<file path="src/rtl/lph_pkg.sv">
// ---------------------------------------------------------------------------
// lph_pkg: shared types and codes of the linear probe hash table
// Field widths, operation and status codes, and the item structs that
// travel between the front end, the queue and the probe engine.
// ---------------------------------------------------------------------------
package lph_pkg;

  // field widths
  localparam int OP_W  = 2;
  localparam int KEY_W = 16;
  localparam int PAY_W = 16;
  localparam int ST_W  = 2;
  localparam int IDX_W = 4;

  // home slot reduction: key bits consumed per cycle
  localparam int DIGIT_W   = 4;
  localparam int MOD_STEPS = KEY_W / DIGIT_W;
  localparam int STEP_W    = $clog2(MOD_STEPS);

  // operation codes
  localparam logic [OP_W-1:0] OP_INSERT = 2'd0;
  localparam logic [OP_W-1:0] OP_LOOKUP = 2'd1;
  localparam logic [OP_W-1:0] OP_REMOVE = 2'd2;

  // status codes
  localparam logic [ST_W-1:0] ST_DONE = 2'd0;
  localparam logic [ST_W-1:0] ST_MISS = 2'd1;
  localparam logic [ST_W-1:0] ST_FULL = 2'd2;

  // request item as taken in
  typedef struct packed {
    logic [OP_W-1:0]  op;
    logic [KEY_W-1:0] key;
    logic [PAY_W-1:0] payload;
  } req_t;

  // one table entry
  typedef struct packed {
    logic             valid;
    logic             mark;
    logic [KEY_W-1:0] key;
    logic [PAY_W-1:0] payload;
  } slot_t;

  // result item
  typedef struct packed {
    logic [ST_W-1:0]  status;
    logic [PAY_W-1:0] payload;
    logic [IDX_W-1:0] index;
  } rsp_t;

endpackage

</file>
<file path="src/rtl/lph_if.sv">
// ---------------------------------------------------------------------------
// lph_if: request and response channels
// Valid/ready channels carrying the request and the result item fields.
// ---------------------------------------------------------------------------
interface lph_req_if;
  import lph_pkg::*;

  logic             valid;
  logic             ready;
  logic [OP_W-1:0]  op;
  logic [KEY_W-1:0] lookup_key;
  logic [PAY_W-1:0] payload_in;

  modport source (output valid, op, lookup_key, payload_in, input ready);
  modport sink   (input valid, op, lookup_key, payload_in, output ready);
endinterface

interface lph_rsp_if;
  import lph_pkg::*;

  logic             valid;
  logic             ready;
  logic [ST_W-1:0]  status;
  logic [PAY_W-1:0] payload_out;
  logic [IDX_W-1:0] slot_index;

  modport source (output valid, status, payload_out, slot_index, input ready);
  modport sink   (input valid, status, payload_out, slot_index, output ready);
endinterface

</file>
<file path="src/rtl/linear_probe_hash_table_unit.sv">
// ---------------------------------------------------------------------------
// linear_probe_hash_table_unit: open addressing table with linear probing
// Insert, lookup and remove on a table of SLOTS entries, one result item
// for every request item.
// ---------------------------------------------------------------------------
//
//   channel   dir  fields                          taken when
//   req_i     in   op, lookup_key, payload_in      req_i.valid && req_i.ready
//   rsp_o     out  status, payload_out, slot_index rsp_o.valid && rsp_o.ready
//
// after reset a clearing pass writes every slot; items can
// enter the front end meanwhile, the probe engine starts once it is done.
// front end: accept, home slot reduction over the key digits, then the push.
// probe engine: reads n = 1..SLOTS slots of an item from the single read port,
// then offers its result; it takes the next item once that result is loaded.
// a stalled result holds the next finished probe, then queue and front fill.
//
module linear_probe_hash_table_unit #(
  parameter int SLOTS = 16
) (
  input  logic      clk_i,
  input  logic      rst_ni,
  lph_req_if.sink   req_i,
  lph_rsp_if.source rsp_o
);
  import lph_pkg::*;

  localparam int AW = $clog2(SLOTS);
  localparam int DW = AW + $bits(req_t);

  logic          push_valid, push_ready;
  req_t          push_req;
  logic [AW-1:0] push_home;
  logic          pop_valid, pop_ready;
  req_t          pop_req;
  logic [AW-1:0] pop_home;
  logic [DW-1:0] pop_data;

  // intake and home slot
  lph_front #(.SLOTS(SLOTS), .AW(AW)) u_front (
    .clk_i        (clk_i),
    .rst_ni       (rst_ni),
    .req          (req_i),
    .push_valid_o (push_valid),
    .push_ready_i (push_ready),
    .push_req_o   (push_req),
    .push_home_o  (push_home)
  );

  // decoupling queue
  lph_queue #(.DW(DW)) u_queue (
    .clk_i        (clk_i),
    .rst_ni       (rst_ni),
    .push_valid_i (push_valid),
    .push_ready_o (push_ready),
    .push_data_i  ({push_home, push_req}),
    .pop_valid_o  (pop_valid),
    .pop_ready_i  (pop_ready),
    .pop_data_o   (pop_data)
  );

  assign pop_req  = pop_data[$bits(req_t)-1:0];
  assign pop_home = pop_data[DW-1:$bits(req_t)];

  // probe engine
  lph_back #(.SLOTS(SLOTS), .AW(AW)) u_back (
    .clk_i       (clk_i),
    .rst_ni      (rst_ni),
    .pop_valid_i (pop_valid),
    .pop_ready_o (pop_ready),
    .pop_req_i   (pop_req),
    .pop_home_i  (pop_home),
    .rsp         (rsp_o)
  );

endmodule

</file>
<file path="src/rtl/lph_front.sv">
// ---------------------------------------------------------------------------
// lph_front: request intake and home slot computation
// Takes one request item, reduces its key modulo SLOTS one digit per cycle
// and hands the item with its home slot to the queue.
// ---------------------------------------------------------------------------
module lph_front #(
  parameter int SLOTS = 16,
  parameter int AW    = $clog2(SLOTS)
) (
  input  logic           clk_i,
  input  logic           rst_ni,
  lph_req_if.sink        req,
  output logic           push_valid_o,
  input  logic           push_ready_i,
  output lph_pkg::req_t  push_req_o,
  output logic [AW-1:0]  push_home_o
);
  import lph_pkg::*;

  localparam logic [1:0] F_IDLE = 2'd0;
  localparam logic [1:0] F_CALC = 2'd1;
  localparam logic [1:0] F_PUSH = 2'd2;

  localparam logic [AW:0]       MODULUS   = (AW+1)'(SLOTS);
  localparam logic [STEP_W-1:0] LAST_STEP = STEP_W'(MOD_STEPS - 1);

  logic [1:0]        state_q, state_d;
  logic [STEP_W-1:0] step_q, step_d;
  req_t              req_q, req_d;
  logic [KEY_W-1:0]  sh_q, sh_d;
  logic [AW-1:0]     rem_q, rem_d;
  logic [AW-1:0]     rem_next;

  // restoring remainder over one digit of the key
  always_comb begin
    logic [AW-1:0] r;
    logic [AW:0]   w;
    r = rem_q;
    for (int i = 0; i < DIGIT_W; i++) begin
      w = {r, sh_q[KEY_W-1-i]};
      if (w >= MODULUS) w = w - MODULUS;
      r = w[AW-1:0];
    end
    rem_next = r;
  end

  // intake sequencer
  always_comb begin
    state_d = state_q;
    step_d  = step_q;
    req_d   = req_q;
    sh_d    = sh_q;
    rem_d   = rem_q;
    case (state_q)
      F_IDLE: begin
        if (req.valid) begin
          req_d   = '{op: req.op, key: req.lookup_key, payload: req.payload_in};
          sh_d    = req.lookup_key;
          rem_d   = '0;
          step_d  = '0;
          state_d = F_CALC;
        end
      end
      F_CALC: begin
        sh_d   = sh_q << DIGIT_W;
        rem_d  = rem_next;
        step_d = step_q + 1'b1;
        if (step_q == LAST_STEP) state_d = F_PUSH;
      end
      F_PUSH: begin
        if (push_ready_i) state_d = F_IDLE;
      end
      default: state_d = F_IDLE;
    endcase
  end

  always_ff @(posedge clk_i or negedge rst_ni) begin
    if (!rst_ni) begin
      state_q <= F_IDLE;
      step_q  <= '0;
    end else begin
      state_q <= state_d;
      step_q  <= step_d;
    end
  end

  always_ff @(posedge clk_i) begin
    req_q <= req_d;
    sh_q  <= sh_d;
    rem_q <= rem_d;
  end

  assign req.ready    = (state_q == F_IDLE);
  assign push_valid_o = (state_q == F_PUSH);
  assign push_req_o   = req_q;
  assign push_home_o  = rem_q;

endmodule

</file>
<file path="src/rtl/lph_queue.sv">
// ---------------------------------------------------------------------------
// lph_queue: two-entry decoupling queue
// Register queue between the front end and the probe engine.
// ---------------------------------------------------------------------------
module lph_queue #(
  parameter int DW = 8
) (
  input  logic          clk_i,
  input  logic          rst_ni,
  input  logic          push_valid_i,
  output logic          push_ready_o,
  input  logic [DW-1:0] push_data_i,
  output logic          pop_valid_o,
  input  logic          pop_ready_i,
  output logic [DW-1:0] pop_data_o
);

  localparam int DEPTH = 2;
  localparam int PW    = $clog2(DEPTH);
  localparam int CW    = $clog2(DEPTH + 1);

  logic [DW-1:0] buf_q [DEPTH];
  logic [PW-1:0] wr_ptr_q, rd_ptr_q;
  logic [CW-1:0] cnt_q;
  logic          do_push, do_pop;

  assign push_ready_o = (cnt_q != CW'(DEPTH));
  assign pop_valid_o  = (cnt_q != '0);
  assign do_push      = push_valid_i && push_ready_o;
  assign do_pop       = pop_valid_o && pop_ready_i;
  assign pop_data_o   = buf_q[rd_ptr_q];

  // pointers and fill count
  always_ff @(posedge clk_i or negedge rst_ni) begin
    if (!rst_ni) begin
      wr_ptr_q <= '0;
      rd_ptr_q <= '0;
      cnt_q    <= '0;
    end else begin
      if (do_push) wr_ptr_q <= wr_ptr_q + 1'b1;
      if (do_pop)  rd_ptr_q <= rd_ptr_q + 1'b1;
      if (do_push && !do_pop)      cnt_q <= cnt_q + 1'b1;
      else if (do_pop && !do_push) cnt_q <= cnt_q - 1'b1;
    end
  end

  // storage
  always_ff @(posedge clk_i) begin
    if (do_push) buf_q[wr_ptr_q] <= push_data_i;
  end

endmodule

</file>
<file path="src/rtl/lph_back.sv">
// ---------------------------------------------------------------------------
// lph_back: probe engine and slot memory
// Clears the slot memory after reset, then walks the slots of each item from its home
// slot, one memory read per cycle; a free-slot insert or remove hit writes back.
// ---------------------------------------------------------------------------
module lph_back #(
  parameter int SLOTS = 16,
  parameter int AW    = $clog2(SLOTS)
) (
  input  logic           clk_i,
  input  logic           rst_ni,
  input  logic           pop_valid_i,
  output logic           pop_ready_o,
  input  lph_pkg::req_t  pop_req_i,
  input  logic [AW-1:0]  pop_home_i,
  lph_rsp_if.source      rsp
);
  import lph_pkg::*;

  localparam logic [1:0] S_CLEAR = 2'd0;
  localparam logic [1:0] S_IDLE  = 2'd1;
  localparam logic [1:0] S_PROBE = 2'd2;
  localparam logic [1:0] S_DONE  = 2'd3;

  localparam logic [AW-1:0] LAST_SLOT = AW'(SLOTS - 1);

  function automatic logic [AW-1:0] nxt(input logic [AW-1:0] a);
    nxt = (a == LAST_SLOT) ? '0 : a + 1'b1;
  endfunction

  logic [1:0]    state_q, state_d;
  logic [AW-1:0] clr_q, clr_d;
  req_t          cur_q, cur_d;
  logic [AW-1:0] addr_q, addr_d;
  logic [AW-1:0] cnt_q, cnt_d;
  rsp_t          res_q, res_d;
  logic          wr_en_q, wr_en_d;
  logic [AW-1:0] wr_addr_q, wr_addr_d;
  slot_t         wr_data_q, wr_data_d;
  logic          out_valid_q, out_valid_d;
  rsp_t          out_q;

  slot_t         mem_q [SLOTS];
  slot_t         rd_q;
  logic [AW-1:0] rd_addr;
  logic          mem_we;
  logic [AW-1:0] mem_wa;
  slot_t         mem_wd;

  logic             out_load;
  logic             key_hit, last, finish;
  logic             mark_keep;
  logic [AW+IDX_W-1:0] idx_wide;
  logic [IDX_W-1:0] slot_idx;

  // probe status of the entry now read
  assign key_hit   = rd_q.valid && (rd_q.key == cur_q.key);
  assign last      = (cnt_q == LAST_SLOT);
  assign mark_keep = (cnt_q == '0) ? rd_q.mark : 1'b1;
  assign idx_wide  = (AW+IDX_W)'(addr_q);
  assign slot_idx  = idx_wide[IDX_W-1:0];

  // read address: home slot on start, else the following slot
  assign rd_addr = (state_q == S_IDLE) ? pop_home_i : nxt(addr_q);

  assign pop_ready_o = (state_q == S_IDLE);
  assign out_load    = (state_q == S_DONE) && (!out_valid_q || rsp.ready);

  // memory write port: clearing pass or entry write-back
  assign mem_we = (state_q == S_CLEAR) || (out_load && wr_en_q);
  assign mem_wa = (state_q == S_CLEAR) ? clr_q : wr_addr_q;
  assign mem_wd = (state_q == S_CLEAR) ? slot_t'('0) : wr_data_q;

  // probe sequencer
  always_comb begin
    state_d   = state_q;
    clr_d     = clr_q;
    cur_d     = cur_q;
    addr_d    = addr_q;
    cnt_d     = cnt_q;
    res_d     = res_q;
    wr_en_d   = wr_en_q;
    wr_addr_d = wr_addr_q;
    wr_data_d = wr_data_q;
    finish    = 1'b0;
    case (state_q)
      S_CLEAR: begin
        clr_d = nxt(clr_q);
        if (clr_q == LAST_SLOT) state_d = S_IDLE;
      end
      S_IDLE: begin
        if (pop_valid_i) begin
          cur_d   = pop_req_i;
          addr_d  = pop_home_i;
          cnt_d   = '0;
          state_d = S_PROBE;
        end
      end
      S_PROBE: begin
        addr_d    = nxt(addr_q);
        cnt_d     = cnt_q + 1'b1;
        wr_addr_d = addr_q;
        case (cur_q.op)
          OP_INSERT: begin
            if (!rd_q.valid) begin
              finish    = 1'b1;
              res_d     = '{status: ST_DONE, payload: '0, index: slot_idx};
              wr_en_d   = 1'b1;
              wr_data_d = '{valid: 1'b1, mark: mark_keep, key: cur_q.key,
                            payload: cur_q.payload};
            end else if (last) begin
              finish  = 1'b1;
              res_d   = '{status: ST_FULL, payload: '0, index: '0};
              wr_en_d = 1'b0;
            end
          end
          OP_LOOKUP, OP_REMOVE: begin
            if ((cnt_q == '0) && !rd_q.valid && !rd_q.mark) begin
              // empty unmarked home slot: miss at once
              finish  = 1'b1;
              res_d   = '{status: ST_MISS, payload: '0, index: '0};
              wr_en_d = 1'b0;
            end else if (key_hit) begin
              finish    = 1'b1;
              res_d     = '{status: ST_DONE, payload: rd_q.payload, index: slot_idx};
              wr_en_d   = (cur_q.op == OP_REMOVE);
              wr_data_d = '{valid: 1'b0, mark: rd_q.mark, key: rd_q.key,
                            payload: rd_q.payload};
            end else if (last) begin
              finish  = 1'b1;
              res_d   = '{status: ST_MISS, payload: '0, index: '0};
              wr_en_d = 1'b0;
            end
          end
          default: begin
            finish  = 1'b1;
            res_d   = '{status: ST_MISS, payload: '0, index: '0};
            wr_en_d = 1'b0;
          end
        endcase
        if (finish) state_d = S_DONE;
      end
      S_DONE: begin
        if (out_load) state_d = S_IDLE;
      end
      default: state_d = S_IDLE;
    endcase
  end

  // output register
  always_comb begin
    out_valid_d = out_valid_q;
    if (out_load)       out_valid_d = 1'b1;
    else if (rsp.ready) out_valid_d = 1'b0;
  end

  always_ff @(posedge clk_i or negedge rst_ni) begin
    if (!rst_ni) begin
      state_q     <= S_CLEAR;
      clr_q       <= '0;
      wr_en_q     <= 1'b0;
      out_valid_q <= 1'b0;
    end else begin
      state_q     <= state_d;
      clr_q       <= clr_d;
      wr_en_q     <= wr_en_d;
      out_valid_q <= out_valid_d;
    end
  end

  always_ff @(posedge clk_i) begin
    cur_q     <= cur_d;
    addr_q    <= addr_d;
    cnt_q     <= cnt_d;
    res_q     <= res_d;
    wr_addr_q <= wr_addr_d;
    wr_data_q <= wr_data_d;
    if (out_load) out_q <= res_q;
  end

  // slot memory: one write port, one registered read port
  always_ff @(posedge clk_i) begin
    if (mem_we) mem_q[mem_wa] <= mem_wd;
    rd_q <= mem_q[rd_addr];
  end

  assign rsp.valid       = out_valid_q;
  assign rsp.status      = out_q.status;
  assign rsp.payload_out = out_q.payload;
  assign rsp.slot_index  = out_q.index;

endmodule

</file>
<file path="src/flat_wrapper.sv">
// flat-port wrapper written by rule: the top's interface ports become plain ports
module linear_probe_hash_table_unit_flat import lph_pkg::*;
#(
  parameter int SLOTS = 16
)
  (clk_i, rst_ni, req_i_valid, req_i_op, req_i_lookup_key, req_i_payload_in, req_i_ready, rsp_o_valid, rsp_o_status, rsp_o_payload_out, rsp_o_slot_index, rsp_o_ready);
  lph_req_if req_i_i ();
  lph_rsp_if rsp_o_i ();
  input  logic clk_i;
  input  logic rst_ni;
  input wire logic [$bits(req_i_i.valid)-1:0] req_i_valid;
  input wire logic [$bits(req_i_i.op)-1:0] req_i_op;
  input wire logic [$bits(req_i_i.lookup_key)-1:0] req_i_lookup_key;
  input wire logic [$bits(req_i_i.payload_in)-1:0] req_i_payload_in;
  output wire logic [$bits(req_i_i.ready)-1:0] req_i_ready;
  output wire logic [$bits(rsp_o_i.valid)-1:0] rsp_o_valid;
  output wire logic [$bits(rsp_o_i.status)-1:0] rsp_o_status;
  output wire logic [$bits(rsp_o_i.payload_out)-1:0] rsp_o_payload_out;
  output wire logic [$bits(rsp_o_i.slot_index)-1:0] rsp_o_slot_index;
  input wire logic [$bits(rsp_o_i.ready)-1:0] rsp_o_ready;
  assign req_i_i.valid = req_i_valid;
  assign req_i_i.op = req_i_op;
  assign req_i_i.lookup_key = req_i_lookup_key;
  assign req_i_i.payload_in = req_i_payload_in;
  assign req_i_ready = req_i_i.ready;
  assign rsp_o_valid = rsp_o_i.valid;
  assign rsp_o_status = rsp_o_i.status;
  assign rsp_o_payload_out = rsp_o_i.payload_out;
  assign rsp_o_slot_index = rsp_o_i.slot_index;
  assign rsp_o_i.ready = rsp_o_ready;
  linear_probe_hash_table_unit #(.SLOTS(SLOTS)) u_core (.clk_i(clk_i), .rst_ni(rst_ni), .req_i(req_i_i), .rsp_o(rsp_o_i));
endmodule
</file>
<file path="config.mk">
export PLATFORM = sky130hd
export DESIGN_NAME = linear_probe_hash_table_unit_flat
export DESIGN_NICKNAME = d
export VERILOG_FILES = /design/src/rtl/lph_pkg.sv /design/src/rtl/lph_if.sv /design/src/rtl/linear_probe_hash_table_unit.sv /design/src/rtl/lph_front.sv /design/src/rtl/lph_queue.sv /design/src/rtl/lph_back.sv /design/src/flat_wrapper.sv
export SDC_FILE = /design/constraint.sdc
export NUM_CORES = 1
export LEC_CHECK = 0
export BUFFER_PORTS_ARGS = -buffer_cell sky130_fd_sc_hd__buf_2
export CORE_MARGIN = 4
export CORE_UTILIZATION = 58
export CTS_BUF_LIST = sky130_fd_sc_hd__clkbuf_8
export DETAILED_ROUTE_END_ITERATION = 12
export PLACE_DENSITY = 0.8
export SLEW_MARGIN = 20
export SYNTH_ARGS = -nofsm -noshare
export SYNTH_HDL_FRONTEND = slang
export SYNTH_SLANG_ARGS = --single-unit
</file>
<file path="constraint.sdc">
create_clock -name clk_i -period 3.3 [get_ports clk_i]
set_clock_uncertainty 0.15 [all_clocks]
set_input_delay 0 -clock clk_i [delete_from_list [all_inputs] [get_ports clk_i]]
set_output_delay 0 -clock clk_i [all_outputs]
set_load 0.02 [all_outputs]
</file>
==> out/results.ini, run 1 <==
[global_route]
grt_pass1_vias=19000
grt_util_met3_pct=5.17
grt_use_total_pct=25.2
grt.met1_usage_pct=32.6
grt_max_degree=79
grt_antenna_before_repair=2
overflow=0
grt_pass1_wl_mm=113
grt-busiest-layer=met2
use_met2_pct=42.3

[min_path]
hold_path.class=register to register

[setup_path]
crit_required_ns=3.74
crit_chain=ha_1, inv_1, a311o_1, o21ai_2, nand3_2, o22ai_1, or4_1
cpMaxStageDelayCell=a311o_1
critical-path-max-stage-delay_ns=0.59
cp-end-kind=register
start_kind=register
crit_path_max_fanout=15
path_class=register to register
critical_path_arrival_ns=3.61

[power]
p_per_area_nw_per_um2=995
peakVddDrop_v=0.00111
p_total_mw=37.1
cellLeakagePower_nw=13.3

[synthesis]
synth_cell_types=56
synth_area_um2=32200
synth_top_family_by_area=multiplexers
synth_cells=1962
synth_xor_area_share_pct=0.681
ys_warn_count=0
synth_fp_nets=2014
synth-async-reset-ratio_pct=1.89
avgSynthCellArea_um2=16.4
synth_simple_gate_area_share_pct=7.07
yosysSeqAreaShare_pct=77.9
muxShareOfSynthArea_pct=7.36
synth_fa_ha_area_share_pct=0.545
ys.flop_type=edfxtp_1
synth_compound_area_share_pct=4.68
synth_edf_count=798
yosys_register_bits=848

[clock_tree]
path_clk_slew_ns=0.06
cts_resized=0
cts_buffer_depth=3
cts.sinks=848
htreeDepth=3
insertion_delay_ns=0.74
cts_buffers=121
cts_tree=built
cts-root-buf=clkbuf_8

[timing]
drv_slew=0
hold_violations=0
rsz0062_at_grt=no
post-route-period-util_pct=96.0
setup_ws_ns=0.133
worst_pin_slew_ns=1.13
setup_tns_ns=0
relSlewSlack_pct=24.5
max_freq_mhz=316
fin_crit_ns=3.17
setup_viol=0

[detailed_routing]
wirelength_mm=75.4
drcViolationCount=0
drtAntennaViolNets=0
wl_per_cell_um=24.5
dr_total_vias=18600
drtIter0Drc=2187
post_drt_via_cell_ratio=6.03
dr.pass1.iters=5

[placed_design]
dp_slack_ns=0.280
portBuffers=61
dp_hpwl_mm=42.2
globalplace.congestion=0.836

[run]
maxCapViolations=0

[finish]
drive_gt1_share_pct=18.5
final_util_pct=67.9
multi_input_area_um2=6720
syn2layout_area_growth_pct=16.0
register_area_um2=25000
nFillCells=3362
nNetsFinal=2273

[floorplanning]
start_util_pct=58.5
die_x_um=243
die_area_um2=59300
io_pins=62
row_count=86
coreArea_um2=55000
dieHeight_um=243

[status]
status=finished, final reports clean

==> per-stage QoR <==
step	hold WS [ns]	cell area, um^2	std cells
final	0.278	37300	3079
after global placement	-0.185	34000	2770
after global routing	0.281	37300	3079
after CTS	0.279	37300	3075
after detailed placement	-0.170	34000	2770
after floorplan	-0.446	32200	1962
==> worst max-delay path, delay by kind of cell (launching register included) <==
family,cells,cell delay [ns]
and+or+nand+nor,2,1.03
AOI/OAI and AO/OA,3,0.97
DFF,1,0.49
adders and majority gates,1,0.30
buffers and inverters,1,0.07
==> path summary, 6_finish.rpt <==
| path | from | to | slack (ns) | cells past startpoint |
|---|---|---|---|---|
| setup / recovery | u_core.u_back.addr_q[0] | u_core.u_back.rd_q[2] | 0.13 | 7 |
| hold / removal | u_core.u_back.res_q[3] | u_core.u_back.rsp.slot_index[3] | 0.28 | 0 |
| min in group asynchronous | rst_ni | u_core.u_queue.wr_ptr_q | 0.38 | 3 |
| setup reg to reg | u_core.u_back.addr_q[0] | u_core.u_back.rd_q[2] | 0.13 | 7 |
| hold reg to reg | u_core.u_back.res_q[3] | u_core.u_back.rsp.slot_index[3] | 0.28 | 0 |
| max in group asynchronous | rst_ni | u_core.u_back.clr_q[3] | 2.02 | 3 |
==> placed cells by master (no fill, tap or decap), drive strengths merged, types with 6 or more instances in the layout <==
cell,instances
edfxtp,798
nand2,192
nor2,160
buf,149
clkbuf,141
mux2i,129
o22ai,98
dlygate4sd3,75
inv,74
a21oi,63
mux2,57
nand3,48
clkinv,40
nor2b,38
dfxtp,34
o21ai,30
nor3,20
mux4,19
a22oi,18
dfrtp,16
or4,15
ha,14
xor2,13
and2,13
xnor2,12
nor3b,8
bufinv,8
nand2b,6
==> cell type report <==
class	instances	area share, %
Multi-Input combinational cell	991	18.0
Clock inverter	90	1.60
Timing Repair Buffer	225	5.26
Antenna cell	3	0.0201
Sequential cell	848	67.1
Clock buffer	140	5.16
Tap cell	748	2.51
Inverter	34	0.342
==> cells in the mapped netlist, types with 26 or more instances <==
| cell | count | area (um^2) |
|---|---|---|
| edfxtp_1 | 798 | 24000 |
| nand2_1 | 192 | 721 |
| nor2_1 | 160 | 601 |
| mux2i_1 | 127 | 1270 |
| o22ai_1 | 98 | 613 |
| a21oi_1 | 63 | 315 |
| mux2_2 | 57 | 642 |
| nand3_1 | 47 | 235 |
| nor2b_1 | 38 | 238 |
| clkbuf_1 | 34 | 128 |
| dfxtp_1 | 34 | 681 |
| inv_1 | 33 | 124 |
| buf_2 | 32 | 160 |
| o21ai_0 | 26 | 130 |
==> repair_timing <==
action	CTS	global route
hold buffers	75	0
endpoints found under the setup margin	0	0
endpoints found under the hold margin	89	0
setup buffers	0	0
==> where the power goes <==
part	total, mW	internal [mW]	leakage [nW]	switching (mW)
Combinational	13.6	4.89	4.10	8.69
Clock	8.44	4.51	1.44	3.93
Sequential	15.1	14.2	7.78	0.889
Total	37.1	23.6	13.3	13.5
==> routing by layer <==
metal,vias to the layer above,part of all wire [%]
met2,1086,50
met1,9274,36
li1,7987,-
met3,224,9.3
met5,-,0
met4,0,4.0
==> cells by family (layout without fill, tap and decap cells) <==
logic type,after synthesis,in the layout
XOR/XNOR,25,25
AO/OA/AOI/OAI,236,236
flip-flops,848,848
multiplexers,205,205
buffers and inverters,123,489
adder cells (fa/ha/maj),14,14
other,0,3
AND/OR/NAND/NOR,511,511
==> flip-flops by register name, summed over array words and instances, names as in the netlist, 2 cells and up <==
name / cells
u_core.u_back.rsp.status: 2
u_core.u_front.push_req_o: 34
u_core.u_back.cur_q: 34
u_core.u_front.step_q: 2
u_core.u_back.addr_q: 4
u_core.u_back.state_q: 2
u_core.u_back.mem_q: 544
u_core.u_front.push_home_o: 4
u_core.u_front.sh_q: 16
u_core.u_queue.cnt_q: 2
u_core.u_back.rsp.payload_out: 16
u_core.u_back.wr_addr_q: 4
u_core.u_queue.buf_q: 76
u_core.u_back.clr_q: 4
u_core.u_back.res_q: 22
u_core.u_back.rsp.slot_index: 4
u_core.u_back.cnt_q: 4
u_core.u_front.state_q: 2
u_core.u_back.rd_q: 34
u_core.u_back.wr_data_q: 34
No activity file was read; power rests on OpenSTA's default activity.
==> run 2: changes to the inputs <==
--- a/config.mk
+++ b/config.mk
@@ -5,12 +5,14 @@
 export SDC_FILE = /design/constraint.sdc
 export NUM_CORES = 1
 export LEC_CHECK = 0
+export ABC_AREA = 1
 export BUFFER_PORTS_ARGS = -buffer_cell sky130_fd_sc_hd__buf_2
+export CAP_MARGIN = 5
 export CORE_MARGIN = 4
-export CORE_UTILIZATION = 58
+export CORE_UTILIZATION = 59
 export CTS_BUF_LIST = sky130_fd_sc_hd__clkbuf_8
 export DETAILED_ROUTE_END_ITERATION = 12
-export PLACE_DENSITY = 0.8
+export PLACE_DENSITY = 0.82
 export SLEW_MARGIN = 20
 export SYNTH_ARGS = -nofsm -noshare
 export SYNTH_HDL_FRONTEND = slang
==> run 2 against run 1 <==
  * Design area rose by 2.2%
  * Flip-flop and latch count did not move
  * Critical path depth rose by 1
  * Non-clock buffer count fell by 17
  * Highest routed layer is now met5
==> out/results.ini, run 2 <==
[synthesis]
synth-async-reset-ratio_pct=1.89  ; unchanged
synth_fa_ha_area_share_pct=0.526  ; -0.018 points
synth_top_area_share_pct=72.0  ; -2.5 points
yosys_register_bits=848  ; unchanged
synth_simple_gate_area_share_pct=13.8  ; +6.7 points
synth.most_common_cell=edfxtp_1
ys.flop_type=edfxtp_1
avgSynthCellArea_um2=12.6  ; -23%
synth_commonest_cells=798 x edfxtp_1, 437 x nand2_1, 384 x nor2_1, 218 x nand3_1, 209 x inv_1
muxShareOfSynthArea_pct=0  ; -7.4 points
synth_area_um2=33300  ; +3.5%
synth_fp_nets=2692  ; +34%
synth_cell_types=37  ; -34%
yosys.area.top_type=edfxtp_1
synth_edf_count=798  ; unchanged
synth_top_family_by_area=simple AND/OR/NAND/NOR gates
ys_warn_count=0  ; unchanged
synth_cells=2640  ; +35%
synth_xor_area_share_pct=0.158  ; -0.52 points
yosysSeqAreaShare_pct=75.3  ; -2.6 points
synth_compound_area_share_pct=5.94  ; +1.3 points
synth_top_cells_by_area=edfxtp_1 72%, nand2_1 4.9%, nor2_1 4.3%

[power]
p_int_mw=23.8  ; +0.54%
p_total_mw=40.6  ; +9.2%
p_sw_mw=16.8  ; +24%
clkPwrFrac_pct=20.1  ; -2.6 points
cellLeakagePower_nw=14.2  ; +6.7%
p_sw_share_pct=41.4  ; +5.0 points
seq_power_share_pct=38.5  ; -2.2 points
p_per_area_nw_per_um2=1060  ; +6.9%
comb_power_share_pct=41.4  ; +4.9 points
peakVddDrop_v=0.00134  ; +21%

[timing]
hold_violations=0  ; unchanged
setup_viol=0  ; unchanged
relSlewSlack_pct=28.6  ; +4.1 points
post-route-period-util_pct=96.2  ; +0.20 points
max_freq_mhz=315  ; -0.21%
worst_pin_slew_ns=1.07  ; -0.0615 ns
timing.hold.ws_ns=0.217  ; -0.0612 ns
setup_ws_ns=0.126  ; -0.00675 ns
rsz0062_at_grt=no
setup_tns_ns=0  ; unchanged
drv_slew=0  ; unchanged
fin_crit_ns=3.17  ; +0.00675 ns

[run]
maxCapViolations=0  ; unchanged

[placed_design]
dp_hpwl_mm=42.8  ; +1.4%
portBuffers=61  ; unchanged
placed_cell_area_um2=35000  ; +2.8%
dp_slack_ns=0.144  ; -0.135 ns
globalplace.congestion=0.808  ; -3.3%

[global_route]
grt_antenna_before_repair=2  ; unchanged
grt_pass1_wl_mm=124  ; +11%
grt_pass1_vias=22200  ; +17%
grt_use_total_pct=27.1  ; +1.9 points
grt_max_degree=85  ; +7.6%
overflow=0  ; unchanged

[clock_tree]
cts_tree=built
cts_resized=0  ; unchanged
cts_buffers=132  ; +9.1%
cts_buffer_depth=3  ; unchanged
cts-root-buf=clkbuf_8
cts.sinks=848  ; unchanged
insertion_delay_ns=0.79  ; +0.05 ns
path_clk_slew_ns=0.07  ; about the same
htreeDepth=4  ; +1

[setup_path]
critical_path_arrival_ns=3.50  ; -0.11 ns
start_kind=register
rrSetupSlack_ns=0.13  ; about the same
path_class=register to register
rr_worst_depth=8  ; +1
crit_path_max_fanout=25  ; +10
regToRegEndpoint=u_core.u_back.mem_q[2][33]
cp-end-kind=register
crit_required_ns=3.62  ; -0.12 ns
r2r-start=u_core.u_back.state_q[1]

[finish]
top_regs=u_core.u_back.mem_q (544), u_core.u_queue.buf_q (76)
nFillCells=3377  ; +0.45%
largest_reg_flops=544  ; unchanged
regMostFlops=u_core.u_back.mem_q
register_area_um2=25000  ; unchanged
mostFrequentLayoutCell=edfxtp_1
drive_gt1_share_pct=11.8  ; -6.7 points
final_cell_mix=798 x edfxtp_1, 437 x nand2_1, 361 x nor2_1, 259 x inv_1, 218 x nand3_1
syn2layout_area_growth_pct=14.6
nNetsFinal=2901  ; +28%
stdcell_area_um2=38100  ; +2.2%
multi_input_area_um2=6990  ; +4.0%

[floorplanning]
dieHeight_um=245  ; +0.82%
coreArea_um2=55400  ; +0.78%
row_count=86  ; unchanged
start_util_pct=60.0  ; +1.6 points
die_area_um2=60300  ; +1.6%
io_pins=62  ; unchanged
die_x_um=245  ; +0.82%

[detailed_routing]
dr.pass1.iters=6  ; +1
wirelength_mm=81.2  ; +7.7%
post_drt_via_cell_ratio=5.89  ; -2.4%
wl_per_cell_um=22.0  ; -10%
drtIter0Drc=2934  ; +34%
drtAntennaViolNets=0  ; unchanged
dr_total_vias=21800  ; +17%
drcViolationCount=0  ; unchanged

[status]
status=finished, final reports clean

[min_path]
hold_path.class=input pin to asynchronous set/reset pin

[run 2: changes by cell type after synthesis, moves of 38 or more]
cell / previous run / this run
nand2_1: 192 / 437
mux2_2: 57 / 0
buf_2: 32 / 72
nand3_1: 47 / 218
mux2i_1: 127 / 0
nor2_1: 160 / 384
nor2b_1: 38 / 0
inv_1: 33 / 209
a21oi_1: 63 / 7
o21ai_0: 26 / 165
o211ai_1: 0 / 136
o22ai_1: 98 / 1
[run 2: repair_timing]
item | 4_1_cts | 5_1_grt
setup buffers | 0 | 0
hold buffers | 74 | 0
endpoints found under the setup margin | 0 | 7
endpoints found under the hold margin | 128 | 0
[run 2: routing by layer]
| metal | track usage (%) | vias to the layer above | part of all wire, % |
|---|---|---|---|
| li1 | - | 9669 | - |
| met1 | 33.8 | 10500 | 36 |
| met2 | 45.1 | 1377 | 50 |
| met3 | 6.89 | 260 | 11 |
| met4 | 12.5 | 2 | 4.0 |
| met5 | 0 | - | 0.021 |
[run 2: cell type report]
class                      instances  share of cell area [%]
inverter                         214                    2.11
clock inverter                    91                    1.14
clock buffer                     143                    5.16
sequential                       848                    65.7
tap                              748                    2.45
timing repair buffer             208                    5.10
antenna                            1                 0.00656
multi-input combinational       1445                    18.3
[run 2: cell families (layout without fill, tap and decap cells)]
family,Yosys count,in the layout
compound gates,321,321
fa+ha+maj,14,14
xor+xnor,6,6
flops,848,848
simple gates,1104,1104
other cells,0,1
buf+inv,347,656
[run 2: worst max-delay path by stage]
stage	depth (start not counted)	slack [ns]	endpoint	startpoint
final	8	0.13	u_core.u_back.mem_q[2][33]	u_core.u_back.state_q[1]
after global routing	8	0.02	u_core.u_back.mem_q[0][29]	u_core.u_back.state_q[1]
after CTS	8	0.15	u_core.u_back.mem_q[0][29]	u_core.u_back.state_q[1]
after detailed placement	8	0.14	u_core.u_back.mem_q[0][6]	u_core.u_back.state_q[1]
after global placement	8	0.24	u_core.u_back.mem_q[3][3]	u_core.u_back.state_q[1]
after floorplan	7	-0.19	u_core.u_back.mem_q[10][0]	u_core.u_back.rsp.valid
[run 2: critical path: stages (launching register included)]
cell and delay (ns):
dfrtp_1 0.42, inv_1 0.12, ha_2 0.22, inv_1 0.06, or2_2 0.27, o21ai_0 0.12, nand2_1 0.26, nor2_4 0.89
buf_4 0.34
[run 2: per-stage QoR]
| stage | cells | utilization [%] |
|---|---|---|
| finish | 3698 | 68.8 |
| global route | 3698 | 68.8 |
| CTS | 3696 | 68.8 |
| detailed placement | 3388 | 63.1 |
| global placement | 3388 | 63.1 |
| floorplan | 2640 | - |
[run 2: power groups by stage]
stage	clock, mW	combinational (mW)	sequential, mW
after floorplan	0	10.9	15.5
after global placement	0	15.3	15.6
after detailed placement	0	16.1	15.7
after CTS	8.13	16.4	15.5
after global routing	8.74	18.3	15.7
final	8.15	16.8	15.6
